--- config.mk ---
export PLATFORM = sky130hd
export DESIGN_NAME = edge_coordinate_stepper_flat
export DESIGN_NICKNAME = d
export VERILOG_FILES = /design/src/rtl/ecs_pkg.sv /design/src/rtl/ecs_if.sv /design/src/rtl/edge_coordinate_stepper.sv /design/src/flat_wrapper.sv
export SDC_FILE = /design/constraint.sdc
export NUM_CORES = 1
export LEC_CHECK = 0
export BUFFER_PORTS_ARGS = -buffer_cell sky130_fd_sc_hd__buf_2
export CORE_ASPECT_RATIO = 1.75
export CORE_MARGIN = 10
export CORE_UTILIZATION = 45
export DETAILED_ROUTE_END_ITERATION = 10
export PLACE_DENSITY = 0.68
export REMOVE_ABC_BUFFERS = 1
export SYNTH_ARGS = -nofsm -noshare
export SYNTH_HDL_FRONTEND = slang
export SYNTH_SLANG_ARGS = --single-unit
export TNS_END_PERCENT = 50
--- constraint.sdc ---
create_clock -name clk -period 11.5 [get_ports clk]
set_input_delay 0.575 -clock clk [delete_from_list [all_inputs] [get_ports clk]]
set_output_delay 0.575 -clock clk [all_outputs]
set_load 0.03 [all_outputs]
--- src/rtl/ecs_pkg.sv ---
package ecs_pkg;

    // Coordinate width and the widths that follow from it
    localparam int CoordBits = 16;
    localparam int MagBits   = CoordBits + 1;
    localparam int SpanBits  = CoordBits + 1;
    localparam int ErrBits   = CoordBits + 3;
    localparam int CntBits   = $clog2(CoordBits + 1);
    localparam int AxisCount = 3;

    typedef logic signed [CoordBits-1:0] coord_t;
    typedef logic [MagBits-1:0]          mag_t;
    typedef logic [SpanBits-1:0]         span_t;
    typedef logic signed [ErrBits-1:0]   err_t;
    typedef logic [CntBits-1:0]          cnt_t;
    typedef logic [1:0]                  axis_t;

    // Axis codes, also the bit positions in the direction word
    localparam axis_t AxisDestX = 2'd0;
    localparam axis_t AxisSrcX  = 2'd1;
    localparam axis_t AxisSrcY  = 2'd2;

    // Item kinds
    localparam logic KindLoad = 1'b0;
    localparam logic KindStep = 1'b1;

endpackage

--- src/rtl/ecs_if.sv ---
interface ecs_cmd_if;
    logic                valid;
    logic                ready;
    logic                kind;
    logic                emit_start;
    ecs_pkg::coord_t     dest_x_start;
    ecs_pkg::coord_t     dest_y_start;
    ecs_pkg::coord_t     dest_x_end;
    ecs_pkg::coord_t     dest_y_end;
    ecs_pkg::coord_t     src_x_start;
    ecs_pkg::coord_t     src_y_start;
    ecs_pkg::coord_t     src_x_end;
    ecs_pkg::coord_t     src_y_end;

    modport source
    (
        output valid, kind, emit_start, dest_x_start, dest_y_start, dest_x_end, dest_y_end,
        output src_x_start, src_y_start, src_x_end, src_y_end,
        input  ready
    );
    modport sink
    (
        input  valid, kind, emit_start, dest_x_start, dest_y_start, dest_x_end, dest_y_end,
        input  src_x_start, src_y_start, src_x_end, src_y_end,
        output ready
    );
endinterface

interface ecs_row_if;
    logic                valid;
    logic                ready;
    ecs_pkg::coord_t     row_dest_x;
    ecs_pkg::coord_t     row_src_x;
    ecs_pkg::coord_t     row_src_y;
    logic                last_row;

    modport source
    (
        output valid, row_dest_x, row_src_x, row_src_y, last_row,
        input  ready
    );
    modport sink
    (
        input  valid, row_dest_x, row_src_x, row_src_y, last_row,
        output ready
    );
endinterface

--- src/rtl/edge_coordinate_stepper.sv ---
// Channel  Dir   Beat contents
// -------  ----  ------------------------------------------------------------
// cmd      in    kind, emit_start, destination and texture end points
// row      out   row_dest_x, row_src_x, row_src_y, last_row
//
// A load beat passes through accept, delta set-up and error set-up.
// A step beat checks the axes in turn and then emits its row: each
// of the three axes whose error term is positive runs the shared radix-2
// divider (one quotient bit a cycle) to find its advance count.
// Reset clears the sequencer, the output valid and all edge state; no edge is
// active afterwards. A stalled row beat holds in the output register; the
// block still accepts the next cmd beat and only waits when it must write a
// new row while the previous one is still unclaimed.
module edge_coordinate_stepper
(
    input  logic         clk,
    input  logic         rst_n,
    ecs_cmd_if.sink      cmd,
    ecs_row_if.source    row
);

    localparam int N = ecs_pkg::CoordBits;

    typedef enum logic [2:0]
    {
        ST_IDLE,
        ST_LOAD,
        ST_LOAD_ERR,
        ST_CHECK,
        ST_DIV,
        ST_APPLY,
        ST_EMIT
    } state_t;

    state_t state_reg, state_next;

    // Latched load beat
    logic                emit_reg, emit_next;
    ecs_pkg::coord_t     ld_coord_reg [8];
    ecs_pkg::coord_t     ld_coord_next [8];

    // Edge state, one entry per axis
    ecs_pkg::coord_t     cur_reg [ecs_pkg::AxisCount];
    ecs_pkg::coord_t     cur_next [ecs_pkg::AxisCount];
    ecs_pkg::err_t       err_reg [ecs_pkg::AxisCount];
    ecs_pkg::err_t       err_next [ecs_pkg::AxisCount];
    ecs_pkg::mag_t       mag_reg [ecs_pkg::AxisCount];
    ecs_pkg::mag_t       mag_next [ecs_pkg::AxisCount];
    logic [ecs_pkg::AxisCount-1:0] dir_reg, dir_next;
    ecs_pkg::span_t      row_span_reg, row_span_next;
    ecs_pkg::span_t      rows_left_reg, rows_left_next;

    // Shared divider
    ecs_pkg::axis_t      axis_reg, axis_next;
    ecs_pkg::cnt_t       cnt_reg, cnt_next;
    ecs_pkg::span_t      rem_reg, rem_next;
    logic [N-1:0]        quo_reg, quo_next;

    // Output register
    logic                out_valid_reg, out_valid_next;
    ecs_pkg::coord_t     out_dest_x_reg, out_dest_x_next;
    ecs_pkg::coord_t     out_src_x_reg, out_src_x_next;
    ecs_pkg::coord_t     out_src_y_reg, out_src_y_next;
    logic                out_last_reg, out_last_next;

    logic                cmd_fire;
    logic                out_free;
    logic [N:0]          delta [4];
    logic [N:0]          trial;
    logic                trial_ge;
    ecs_pkg::err_t       err_sel;
    logic [N-1:0]        adv;
    ecs_pkg::err_t       dividend;

    assign cmd.ready  = (state_reg == ST_IDLE);
    assign cmd_fire   = cmd.valid && cmd.ready;
    assign out_free   = !out_valid_reg || row.ready;

    assign row.valid      = out_valid_reg;
    assign row.row_dest_x = out_dest_x_reg;
    assign row.row_src_x  = out_src_x_reg;
    assign row.row_src_y  = out_src_y_reg;
    assign row.last_row   = out_last_reg;

    // Signed end minus start: dest x, src x, src y, dest y
    always_comb
    begin
        delta[0] = {ld_coord_reg[2][N-1], ld_coord_reg[2]} - {ld_coord_reg[0][N-1], ld_coord_reg[0]};
        delta[1] = {ld_coord_reg[6][N-1], ld_coord_reg[6]} - {ld_coord_reg[4][N-1], ld_coord_reg[4]};
        delta[2] = {ld_coord_reg[7][N-1], ld_coord_reg[7]} - {ld_coord_reg[5][N-1], ld_coord_reg[5]};
        delta[3] = {ld_coord_reg[3][N-1], ld_coord_reg[3]} - {ld_coord_reg[1][N-1], ld_coord_reg[1]};
    end

    // One restoring division step on the shared unit
    assign err_sel  = err_reg[axis_reg];
    assign dividend = err_sel - ecs_pkg::err_t'(1);
    assign trial    = {rem_reg[N-1:0], quo_reg[N-1]};
    assign trial_ge = (trial >= row_span_reg);
    assign adv      = quo_reg + N'(1);

    always_comb
    begin
        state_next     = state_reg;
        emit_next      = emit_reg;
        ld_coord_next  = ld_coord_reg;
        cur_next       = cur_reg;
        err_next       = err_reg;
        mag_next       = mag_reg;
        dir_next       = dir_reg;
        row_span_next  = row_span_reg;
        rows_left_next = rows_left_reg;
        axis_next      = axis_reg;
        cnt_next       = cnt_reg;
        rem_next       = rem_reg;
        quo_next       = quo_reg;
        out_valid_next = out_valid_reg && !row.ready;
        out_dest_x_next = out_dest_x_reg;
        out_src_x_next  = out_src_x_reg;
        out_src_y_next  = out_src_y_reg;
        out_last_next   = out_last_reg;

        case (state_reg)
            ST_IDLE:
            begin
                if (cmd_fire)
                begin
                    if (cmd.kind == ecs_pkg::KindLoad)
                    begin
                        emit_next        = cmd.emit_start;
                        ld_coord_next[0] = cmd.dest_x_start;
                        ld_coord_next[1] = cmd.dest_y_start;
                        ld_coord_next[2] = cmd.dest_x_end;
                        ld_coord_next[3] = cmd.dest_y_end;
                        ld_coord_next[4] = cmd.src_x_start;
                        ld_coord_next[5] = cmd.src_y_start;
                        ld_coord_next[6] = cmd.src_x_end;
                        ld_coord_next[7] = cmd.src_y_end;
                        state_next       = ST_LOAD;
                    end
                    else if (rows_left_reg != '0)
                    begin
                        axis_next  = ecs_pkg::AxisDestX;
                        state_next = ST_CHECK;
                    end
                end
            end

            ST_LOAD:
            begin
                // Latch start point, magnitudes, directions and row count
                cur_next[ecs_pkg::AxisDestX] = ld_coord_reg[0];
                cur_next[ecs_pkg::AxisSrcX]  = ld_coord_reg[4];
                cur_next[ecs_pkg::AxisSrcY]  = ld_coord_reg[5];
                for (int a = 0; a < ecs_pkg::AxisCount; a++)
                begin
                    dir_next[a] = delta[a][N];
                    mag_next[a] = delta[a][N] ? ecs_pkg::mag_t'(-delta[a])
                                              : ecs_pkg::mag_t'(delta[a]);
                end
                if (!delta[3][N] && delta[3] != '0)
                begin
                    row_span_next  = ecs_pkg::span_t'(delta[3]);
                    rows_left_next = ecs_pkg::span_t'(delta[3]);
                end
                else
                begin
                    row_span_next  = '0;
                    rows_left_next = '0;
                end
                state_next = ST_LOAD_ERR;
            end

            ST_LOAD_ERR:
            begin
                if (!emit_reg || out_free)
                begin
                    for (int a = 0; a < ecs_pkg::AxisCount; a++)
                    begin
                        err_next[a] = ecs_pkg::err_t'(mag_reg[a])
                                    - ecs_pkg::err_t'(row_span_reg >> 1);
                    end
                    if (emit_reg)
                    begin
                        out_valid_next  = 1'b1;
                        out_dest_x_next = cur_reg[ecs_pkg::AxisDestX];
                        out_src_x_next  = cur_reg[ecs_pkg::AxisSrcX];
                        out_src_y_next  = cur_reg[ecs_pkg::AxisSrcY];
                        out_last_next   = (rows_left_reg == '0);
                    end
                    state_next = ST_IDLE;
                end
            end

            ST_CHECK:
            begin
                // Positive error: divide (err - 1) by the row count
                if (err_sel > ecs_pkg::err_t'(0))
                begin
                    quo_next   = dividend[N-1:0];
                    rem_next   = '0;
                    cnt_next   = ecs_pkg::cnt_t'(N);
                    state_next = ST_DIV;
                end
                else if (axis_reg == ecs_pkg::AxisSrcY)
                begin
                    state_next = ST_EMIT;
                end
                else
                begin
                    axis_next = axis_reg + 2'd1;
                end
            end

            ST_DIV:
            begin
                rem_next   = trial_ge ? (trial - row_span_reg) : trial;
                quo_next   = {quo_reg[N-2:0], trial_ge};
                cnt_next   = cnt_reg - ecs_pkg::cnt_t'(1);
                if (cnt_reg == ecs_pkg::cnt_t'(1))
                begin
                    state_next = ST_APPLY;
                end
            end

            ST_APPLY:
            begin
                // Advance by quotient + 1; error ends at rem + 1 - span
                cur_next[axis_reg] = dir_reg[axis_reg] ? (cur_reg[axis_reg] - adv)
                                                       : (cur_reg[axis_reg] + adv);
                err_next[axis_reg] = ecs_pkg::err_t'(rem_reg) + ecs_pkg::err_t'(1)
                                   - ecs_pkg::err_t'(row_span_reg);
                if (axis_reg == ecs_pkg::AxisSrcY)
                begin
                    state_next = ST_EMIT;
                end
                else
                begin
                    axis_next  = axis_reg + 2'd1;
                    state_next = ST_CHECK;
                end
            end

            ST_EMIT:
            begin
                if (out_free)
                begin
                    out_valid_next  = 1'b1;
                    out_dest_x_next = cur_reg[ecs_pkg::AxisDestX];
                    out_src_x_next  = cur_reg[ecs_pkg::AxisSrcX];
                    out_src_y_next  = cur_reg[ecs_pkg::AxisSrcY];
                    out_last_next   = (rows_left_reg == ecs_pkg::span_t'(1));
                    rows_left_next  = rows_left_reg - ecs_pkg::span_t'(1);
                    for (int a = 0; a < ecs_pkg::AxisCount; a++)
                    begin
                        err_next[a] = err_reg[a] + ecs_pkg::err_t'(mag_reg[a]);
                    end
                    state_next = ST_IDLE;
                end
            end

            default:
            begin
                state_next = ST_IDLE;
            end
        endcase
    end

    always_ff @(posedge clk or negedge rst_n)
    begin
        if (!rst_n)
        begin
            state_reg     <= ST_IDLE;
            out_valid_reg <= 1'b0;
            for (int a = 0; a < ecs_pkg::AxisCount; a++)
            begin
                cur_reg[a] <= '0;
                err_reg[a] <= '0;
                mag_reg[a] <= '0;
            end
            dir_reg       <= '0;
            row_span_reg  <= '0;
            rows_left_reg <= '0;
            axis_reg      <= ecs_pkg::AxisDestX;
            cnt_reg       <= '0;
        end
        else
        begin
            state_reg     <= state_next;
            out_valid_reg <= out_valid_next;
            cur_reg       <= cur_next;
            err_reg       <= err_next;
            mag_reg       <= mag_next;
            dir_reg       <= dir_next;
            row_span_reg  <= row_span_next;
            rows_left_reg <= rows_left_next;
            axis_reg      <= axis_next;
            cnt_reg       <= cnt_next;
        end
    end

    // Payload registers, no reset
    always_ff @(posedge clk)
    begin
        emit_reg       <= emit_next;
        ld_coord_reg   <= ld_coord_next;
        rem_reg        <= rem_next;
        quo_reg        <= quo_next;
        out_dest_x_reg <= out_dest_x_next;
        out_src_x_reg  <= out_src_x_next;
        out_src_y_reg  <= out_src_y_next;
        out_last_reg   <= out_last_next;
    end

    // Remainder stays below the row count throughout a division
    a_rem_bound: assert property (@(posedge clk) disable iff (!rst_n)
        (state_reg == ST_DIV || state_reg == ST_APPLY) |-> rem_reg < row_span_reg)
        else $error("divider remainder not below row count");

    // A division only runs with bits left to produce
    a_div_cnt: assert property (@(posedge clk) disable iff (!rst_n)
        state_reg == ST_DIV |-> cnt_reg != '0)
        else $error("divider running with zero count");

    // Rows still to emit never exceed the edge's row count
    a_rows_left: assert property (@(posedge clk) disable iff (!rst_n)
        rows_left_reg <= row_span_reg)
        else $error("rows left exceeds row span");

    // A step on an exhausted edge is dropped at once
    a_idle_step: assert property (@(posedge clk) disable iff (!rst_n)
        (cmd_fire && cmd.kind == ecs_pkg::KindStep && rows_left_reg == '0)
        |=> state_reg == ST_IDLE && $stable(rows_left_reg))
        else $error("step without rows did not stay idle");

endmodule
--- src/flat_wrapper.sv ---
// flat-port wrapper written by rule: the top's interface ports become plain ports
module edge_coordinate_stepper_flat 
  (clk, rst_n, cmd_valid, cmd_kind, cmd_emit_start, cmd_dest_x_start, cmd_dest_y_start, cmd_dest_x_end, cmd_dest_y_end, cmd_src_x_start, cmd_src_y_start, cmd_src_x_end, cmd_src_y_end, cmd_ready, row_valid, row_row_dest_x, row_row_src_x, row_row_src_y, row_last_row, row_ready);
  ecs_cmd_if cmd_i ();
  ecs_row_if row_i ();
  input  logic clk;
  input  logic rst_n;
  input wire logic [$bits(cmd_i.valid)-1:0] cmd_valid;
  input wire logic [$bits(cmd_i.kind)-1:0] cmd_kind;
  input wire logic [$bits(cmd_i.emit_start)-1:0] cmd_emit_start;
  input wire logic [$bits(cmd_i.dest_x_start)-1:0] cmd_dest_x_start;
  input wire logic [$bits(cmd_i.dest_y_start)-1:0] cmd_dest_y_start;
  input wire logic [$bits(cmd_i.dest_x_end)-1:0] cmd_dest_x_end;
  input wire logic [$bits(cmd_i.dest_y_end)-1:0] cmd_dest_y_end;
  input wire logic [$bits(cmd_i.src_x_start)-1:0] cmd_src_x_start;
  input wire logic [$bits(cmd_i.src_y_start)-1:0] cmd_src_y_start;
  input wire logic [$bits(cmd_i.src_x_end)-1:0] cmd_src_x_end;
  input wire logic [$bits(cmd_i.src_y_end)-1:0] cmd_src_y_end;
  output wire logic [$bits(cmd_i.ready)-1:0] cmd_ready;
  output wire logic [$bits(row_i.valid)-1:0] row_valid;
  output wire logic [$bits(row_i.row_dest_x)-1:0] row_row_dest_x;
  output wire logic [$bits(row_i.row_src_x)-1:0] row_row_src_x;
  output wire logic [$bits(row_i.row_src_y)-1:0] row_row_src_y;
  output wire logic [$bits(row_i.last_row)-1:0] row_last_row;
  input wire logic [$bits(row_i.ready)-1:0] row_ready;
  assign cmd_i.valid = cmd_valid;
  assign cmd_i.kind = cmd_kind;
  assign cmd_i.emit_start = cmd_emit_start;
  assign cmd_i.dest_x_start = cmd_dest_x_start;
  assign cmd_i.dest_y_start = cmd_dest_y_start;
  assign cmd_i.dest_x_end = cmd_dest_x_end;
  assign cmd_i.dest_y_end = cmd_dest_y_end;
  assign cmd_i.src_x_start = cmd_src_x_start;
  assign cmd_i.src_y_start = cmd_src_y_start;
  assign cmd_i.src_x_end = cmd_src_x_end;
  assign cmd_i.src_y_end = cmd_src_y_end;
  assign cmd_ready = cmd_i.ready;
  assign row_valid = row_i.valid;
  assign row_row_dest_x = row_i.row_dest_x;
  assign row_row_src_x = row_i.row_src_x;
  assign row_row_src_y = row_i.row_src_y;
  assign row_last_row = row_i.last_row;
  assign row_i.ready = row_ready;
  edge_coordinate_stepper u_core (.clk(clk), .rst_n(rst_n), .cmd(cmd_i), .row(row_i));
endmodule
* Yosys cells after proc, flatten, opt, wreduce, memory -nomap -nowiden
Cells that the tools add are included.
Cells by class: add/subtract/negate cells 23, magnitude comparators 5, equal/unequal tests 20, mux-type cells 68, bitwise logic cells 2, reductions and logical operators 27
Operators with widths (count):
- $mux W16 | 14
- $pmux W57 S3 | 1
- $pmux W16 S2 | 4
- $mux W17 | 7
- $mux W57 | 2
- $pmux W48 S2 | 1
- $pmux W17 S2 | 2
- $sub A16 B16 Y17 | 4
- $add A19 B18 Y19 | 3
- $bwmux W57 | 1
- $mux W19 | 3
- $sub A17 B16 Y18 | 3
- $neg A17 Y17 | 3
- $bwmux W48 | 1
- $bmux W19 S2 | 1
- $demux W19 S2 | 1
- $reduce_bool A17 Y1 | 2
- $bmux W16 S2 | 1
- $demux W16 S2 | 1
- $mux W3 | 9
- $pmux W3 S7 | 1
- $gt A19 B1 Y1 const B | 1
- $sub A19 B18 Y19 | 1
- $add A17 B1 Y18 const B | 1
- other kinds (43) | 77
Word-level totals: bits in registers 415, bits of input ports 134, output and inout port bits 51, word-level logic and storage cells 176

* Longest topological paths before layout
depth in word-level cells 8, gate-level depth with buffers 20, depth with buffers taken out 17

* Worst setup path after synthesis
OpenSTA, ideal clock, no wires.
path kind flip-flop to flip-flop, start register u_core.state_reg[1], end register u_core.emit_reg (enable), setup time 504 ps, arrival time 4576 ps, required time 10996 ps, path slack 6420 ps, cell stages (with the launch flop) 4, buffers on the path 1, period minus slack after synthesis 5080 ps, path through dfrtp_1 -> clkbuf_1 -> nor3_1 -> and3_1
On the way: cells in the longest elaborated chain, start to end 3
Ends and longest elaborated chain:
- start: declaration | RTL line edge_coordinate_stepper.sv:35 | state_t state_reg, state_next;
- start signal: assignment | RTL line edge_coordinate_stepper.sv:288 | state_reg <= state_next;
- $logic_not A3 Y1 * | RTL line edge_coordinate_stepper.sv:75 | assign cmd.ready = (state_reg == ST_IDLE);
- named net cmd_ready | RTL line flat_wrapper.sv:19 | output wire logic [$bits(cmd_i.ready)-1:0] cmd_ready;
- $logic_and A1 B1 Y1 | RTL line edge_coordinate_stepper.sv:76 | assign cmd_fire = cmd.valid && cmd.ready;
- $reduce_and A3 Y1 (no line) *
- end signal: assignment | RTL line edge_coordinate_stepper.sv:304 | emit_reg <= emit_next;
- end: declaration | RTL line edge_coordinate_stepper.sv:38 | logic emit_reg, emit_next;
Mark *: on every way through the listed nets, which the timed path passes. The rest lies on a longest branch. A chain may end at the register's enable or synchronous reset.

* Final worst setup path
start register u_core.quo_reg[1], end register u_core.cur_reg[15] in the netlist's numbering
On the way: cells in the longest elaborated chain, start to end 5, elaborated cells between the ends (all ways) 6, classes of those cells add/sub (3); mux (3)
Ends and longest elaborated chain:
- start: declaration | RTL line edge_coordinate_stepper.sv:57 | logic [N-1:0] quo_reg, quo_next;
- start signal: assignment | RTL line edge_coordinate_stepper.sv:307 | quo_reg <= quo_next;
- $add A16 B1 Y16 * | RTL line edge_coordinate_stepper.sv:99 | assign adv = quo_reg + N'(1);
- $add A16 B16 Y16 or $sub A16 B16 Y16 (tied branches) | RTL line edge_coordinate_stepper.sv:229, edge_coordinate_stepper.sv:228
- $mux W16 * | RTL line edge_coordinate_stepper.sv:228 | cur_next[axis_reg] = dir_reg[axis_reg] ? (cur_reg[axis_reg] - adv)
- $bwmux W48 * | RTL line edge_coordinate_stepper.sv:228
- $pmux W48 S2 * | RTL line edge_coordinate_stepper.sv:122 | case (state_reg)
- end signal: assignment | RTL line edge_coordinate_stepper.sv:290 | cur_reg <= cur_next;
- end: declaration | RTL line edge_coordinate_stepper.sv:43 | ecs_pkg::coord_t cur_reg [ecs_pkg::AxisCount];
Mark *: on every way between the ends. The rest lies on a longest branch, timed or not.

==> results.cfg <==
[run_status]
status = finished clean

[sta]
hold_viol_final = 0
finalSetupTns_ns = 0
fmaxAchievable_ghz = 0.219
slew_violations = 0
worst_pin_slew_ns = 1.33
worst_clock_skew_ns = 0.0273
fin_crit_ns = 4.57
maxSlewHeadroom = 0.108
fin_crit_sh = 0.397
finalSetupViolCount = 0
grt_setup_unrepaired = no

[hold_path]
min_path_type = input port to flop
holdCritStartpoint = cmd_src_y_start[2]
holdPathStages = 1
hold_end = u_core.ld_coord_reg[34]

[pwr]
seq_power_share = 0.244
intPower_w = 0.00572
powerDensity_mw_per_mm2 = 353
p_sw_frac = 0.500
p_switching_w = 0.00571
clkPwrFrac = 0.138
combPwrFrac = 0.618
p_leak_nw = 13.5
ir_drop_v = 0.000175

[logic_synthesis]
synth_top_area_share = 0.219
async_flop_share = 0.492
ys_seq_area_frac = 0.395
yosysWarningCount = 0
yosys.area.top_type = edfxtp_1
ys_seq_elements = 415
syn_avg_cell_area_um2 = 9.27
yosysMostFrequentCell = nand2_1
synth_commonest_cells = nand2_1 (303), nor2_1 (256), a21oi_1 (226), ha_1 (226), o21ai_0 (226)
synth_cells = 3126
synth_enable_flop_cells = 211
synthDistinctLibCells = 93
ys.flop_type = edfxtp_1
netlist_area_mm2 = 0.0290
synth_area_leaders = edfxtp_1 (22%), dfrtp_1 (18%), ha_1 (9.8%), xnor2_1 (4.7%), nand2_1 (3.9%)

[cells_and_area]
fin_cells = 4135
final.fill_count = 6020
drive_gt1_frac = 0.104
multi_input_area_mm2 = 0.0165
areaGrowthSynthToFinish_pct = 11.8
nNetsFinal = 3659
largest_reg_flops = 128
register_area_mm2 = 0.0114

[critical_path]
r2r_cells = 14
cp_max_fo = 9
start_kind = flop
reg2reg_setup_slack_ns = 6.93
r2r_start = u_core.quo_reg[1]
arrival_ns = 5.04
worstSetupPathType = flop to flop
worst_r2r_endpoint = u_core.cur_reg[15]
required_ns = 11.97
worst_setup_path_end_kind = flop

[floorplan]
ios = 185
core_mm2 = 0.0640
row_count = 123
dieArea_mm2 = 0.0753
initial_core_util = 0.453
die_w_um = 212
die_h_um = 356

[global_route]
grt_pass1_vias = 24700
grt_start_max_net_pins = 75
grt_pass1_wl_mm = 151
grt_usage = 0.264
antenna_found_initial = 5
grt_overflow = 0

[placement]
numPortBuffers = 184
hpwl_mm = 77.0
gp_congestion = 1.03
dpl.cell_count = 4051

[detailed_routing]
wire_per_inst_um = 24.4
vias = 25000
drc = 0
vias_per_cell = 6.06
wirelength_mm = 101
first_pass_iters = 6
drt_iter0_markers = 1802
ant_nets = 0

[clocking]
cts_root_buf = clkbuf_16
post_cts_buffers = 0
cts_buffers = 44
htree_levels = 2
cts_tree = yes
clk_latency_ns = 0.62
clock-sinks = 415
clockBufferDepth = 3
cts.clk_slew.worst_paths_ns = 0.07

[run]
cap_violations = 0
-- layer usage --
metal	wire length (um)	GRT usage	vias to the layer above
li1	-	-	11900
met1	35800	0.280	12000
met2	50000	0.457	899
met3	5650	0.0401	302
met4	9360	0.212	4
met5	25	0	-
-- worst max path at each step --
stage                     cells past startpoint  slack (ns)                 endpoint                 from
after global routing                         15        6.60       u_core.cur_reg[31]   u_core.axis_reg[1]
after global placement                       15        7.04       u_core.cur_reg[15]   u_core.axis_reg[1]
final                                        14        6.93       u_core.cur_reg[15]    u_core.quo_reg[1]
after detailed placement                     17        7.01       u_core.cur_reg[15]   u_core.axis_reg[1]
after CTS                                    17        7.01       u_core.cur_reg[15]   u_core.axis_reg[1]
after floorplan                               4        6.28  u_core.rows_left_reg[2]  u_core.state_reg[0]
-- final cells by class --
cell class | instances | area share
tap | 812 | 0.0314
sequential | 415 | 0.353
inverter | 161 | 0.0187
timing repair buffer | 221 | 0.0374
multi-input combinational | 2443 | 0.510
clock buffer | 55 | 0.0389
antenna | 1 | 0.0000773
clock inverter | 27 | 0.00989
-- critical path, cell delays in order, from the launching register on --
cell and delay [ns]:
edfxtp_1 0.50, ha_1 0.41, nand3_1 0.13, xor2_1 0.32, nor4b_1 0.51, nor2_1 0.11
xor2_1 0.16, ha_1 0.24, o41ai_1 0.70, o2111ai_1 0.25, a31o_2 0.29, a21oi_1 0.23
o21ai_0 0.19, xnor2_1 0.28, a21oi_1 0.11
-- kinds of logic (layout without fill, tap and decap cells) --
family	count (synthesis)	count (layout)	share of synthesized area
AOI/OAI and AO/OA	958	958	0.215
DFF	415	415	0.395
and+or+nand+nor	933	933	0.151
muxes	56	56	0.0196
xor gates and xnor gates	257	257	0.0777
other	0	1	0
adders and majority gates	239	239	0.107
buffers and inverters	268	464	0.0358
-- timing repair --
action / 4_1_cts / 5_1_grt
hold buffers: 1 / 0
endpoints found under the hold margin: 43 / 0
gates resized for setup: 0 / 0
-- cells in the final DEF (no fill, tap or decap), types with 101 or more instances in the layout --
| cell type | Yosys | final |
|---|---|---|
| a21oi_1 | 226 | 226 |
| buf_2 | 8 | 183 |
| dfrtp_1 | 204 | 203 |
| edfxtp_1 | 211 | 211 |
| ha_1 | 226 | 226 |
| inv_1 | 160 | 160 |
| nand2_1 | 303 | 302 |
| nor2_1 | 256 | 254 |
| o21ai_0 | 226 | 224 |
| xnor2_1 | 156 | 156 |
| xor2_1 | 101 | 101 |
-- power groups by stage --
stage / Combinational [W] / Clock (W) / Sequential (W)
2_1_floorplan: 0.00494 / 0 / 0.00256
3_3_place_gp: 0.00684 / 0 / 0.00278
3_5_place_dp: 0.00688 / 0 / 0.00277
4_1_cts: 0.00694 / 0.00160 / 0.00276
5_1_grt: 0.00770 / 0.00165 / 0.00282
6_report: 0.00706 / 0.00157 / 0.00279
-- through the flow --
| stage | setup slack [ns] | utilization | hold WS (ns) | total power (W) | cell area [um^2] |
|---|---|---|---|---|---|
| 6_report | 6.93 | 0.506 | 0.131 | 0.0114 | 32400 |
| 3_5_place_dp | 7.01 | 0.481 | 0.468 | 0.00966 | 30800 |
| 4_1_cts | 7.01 | 0.506 | 0.113 | 0.0113 | 32400 |
| 2_1_floorplan | 6.28 | - | 0.279 | 0.00750 | 28500 |
| 3_3_place_gp | 7.04 | 0.481 | 0.458 | 0.00962 | 30800 |
| 5_1_grt | 6.60 | 0.506 | 0.115 | 0.0122 | 32400 |
Note: power is estimated with default switching activity, not from simulation.
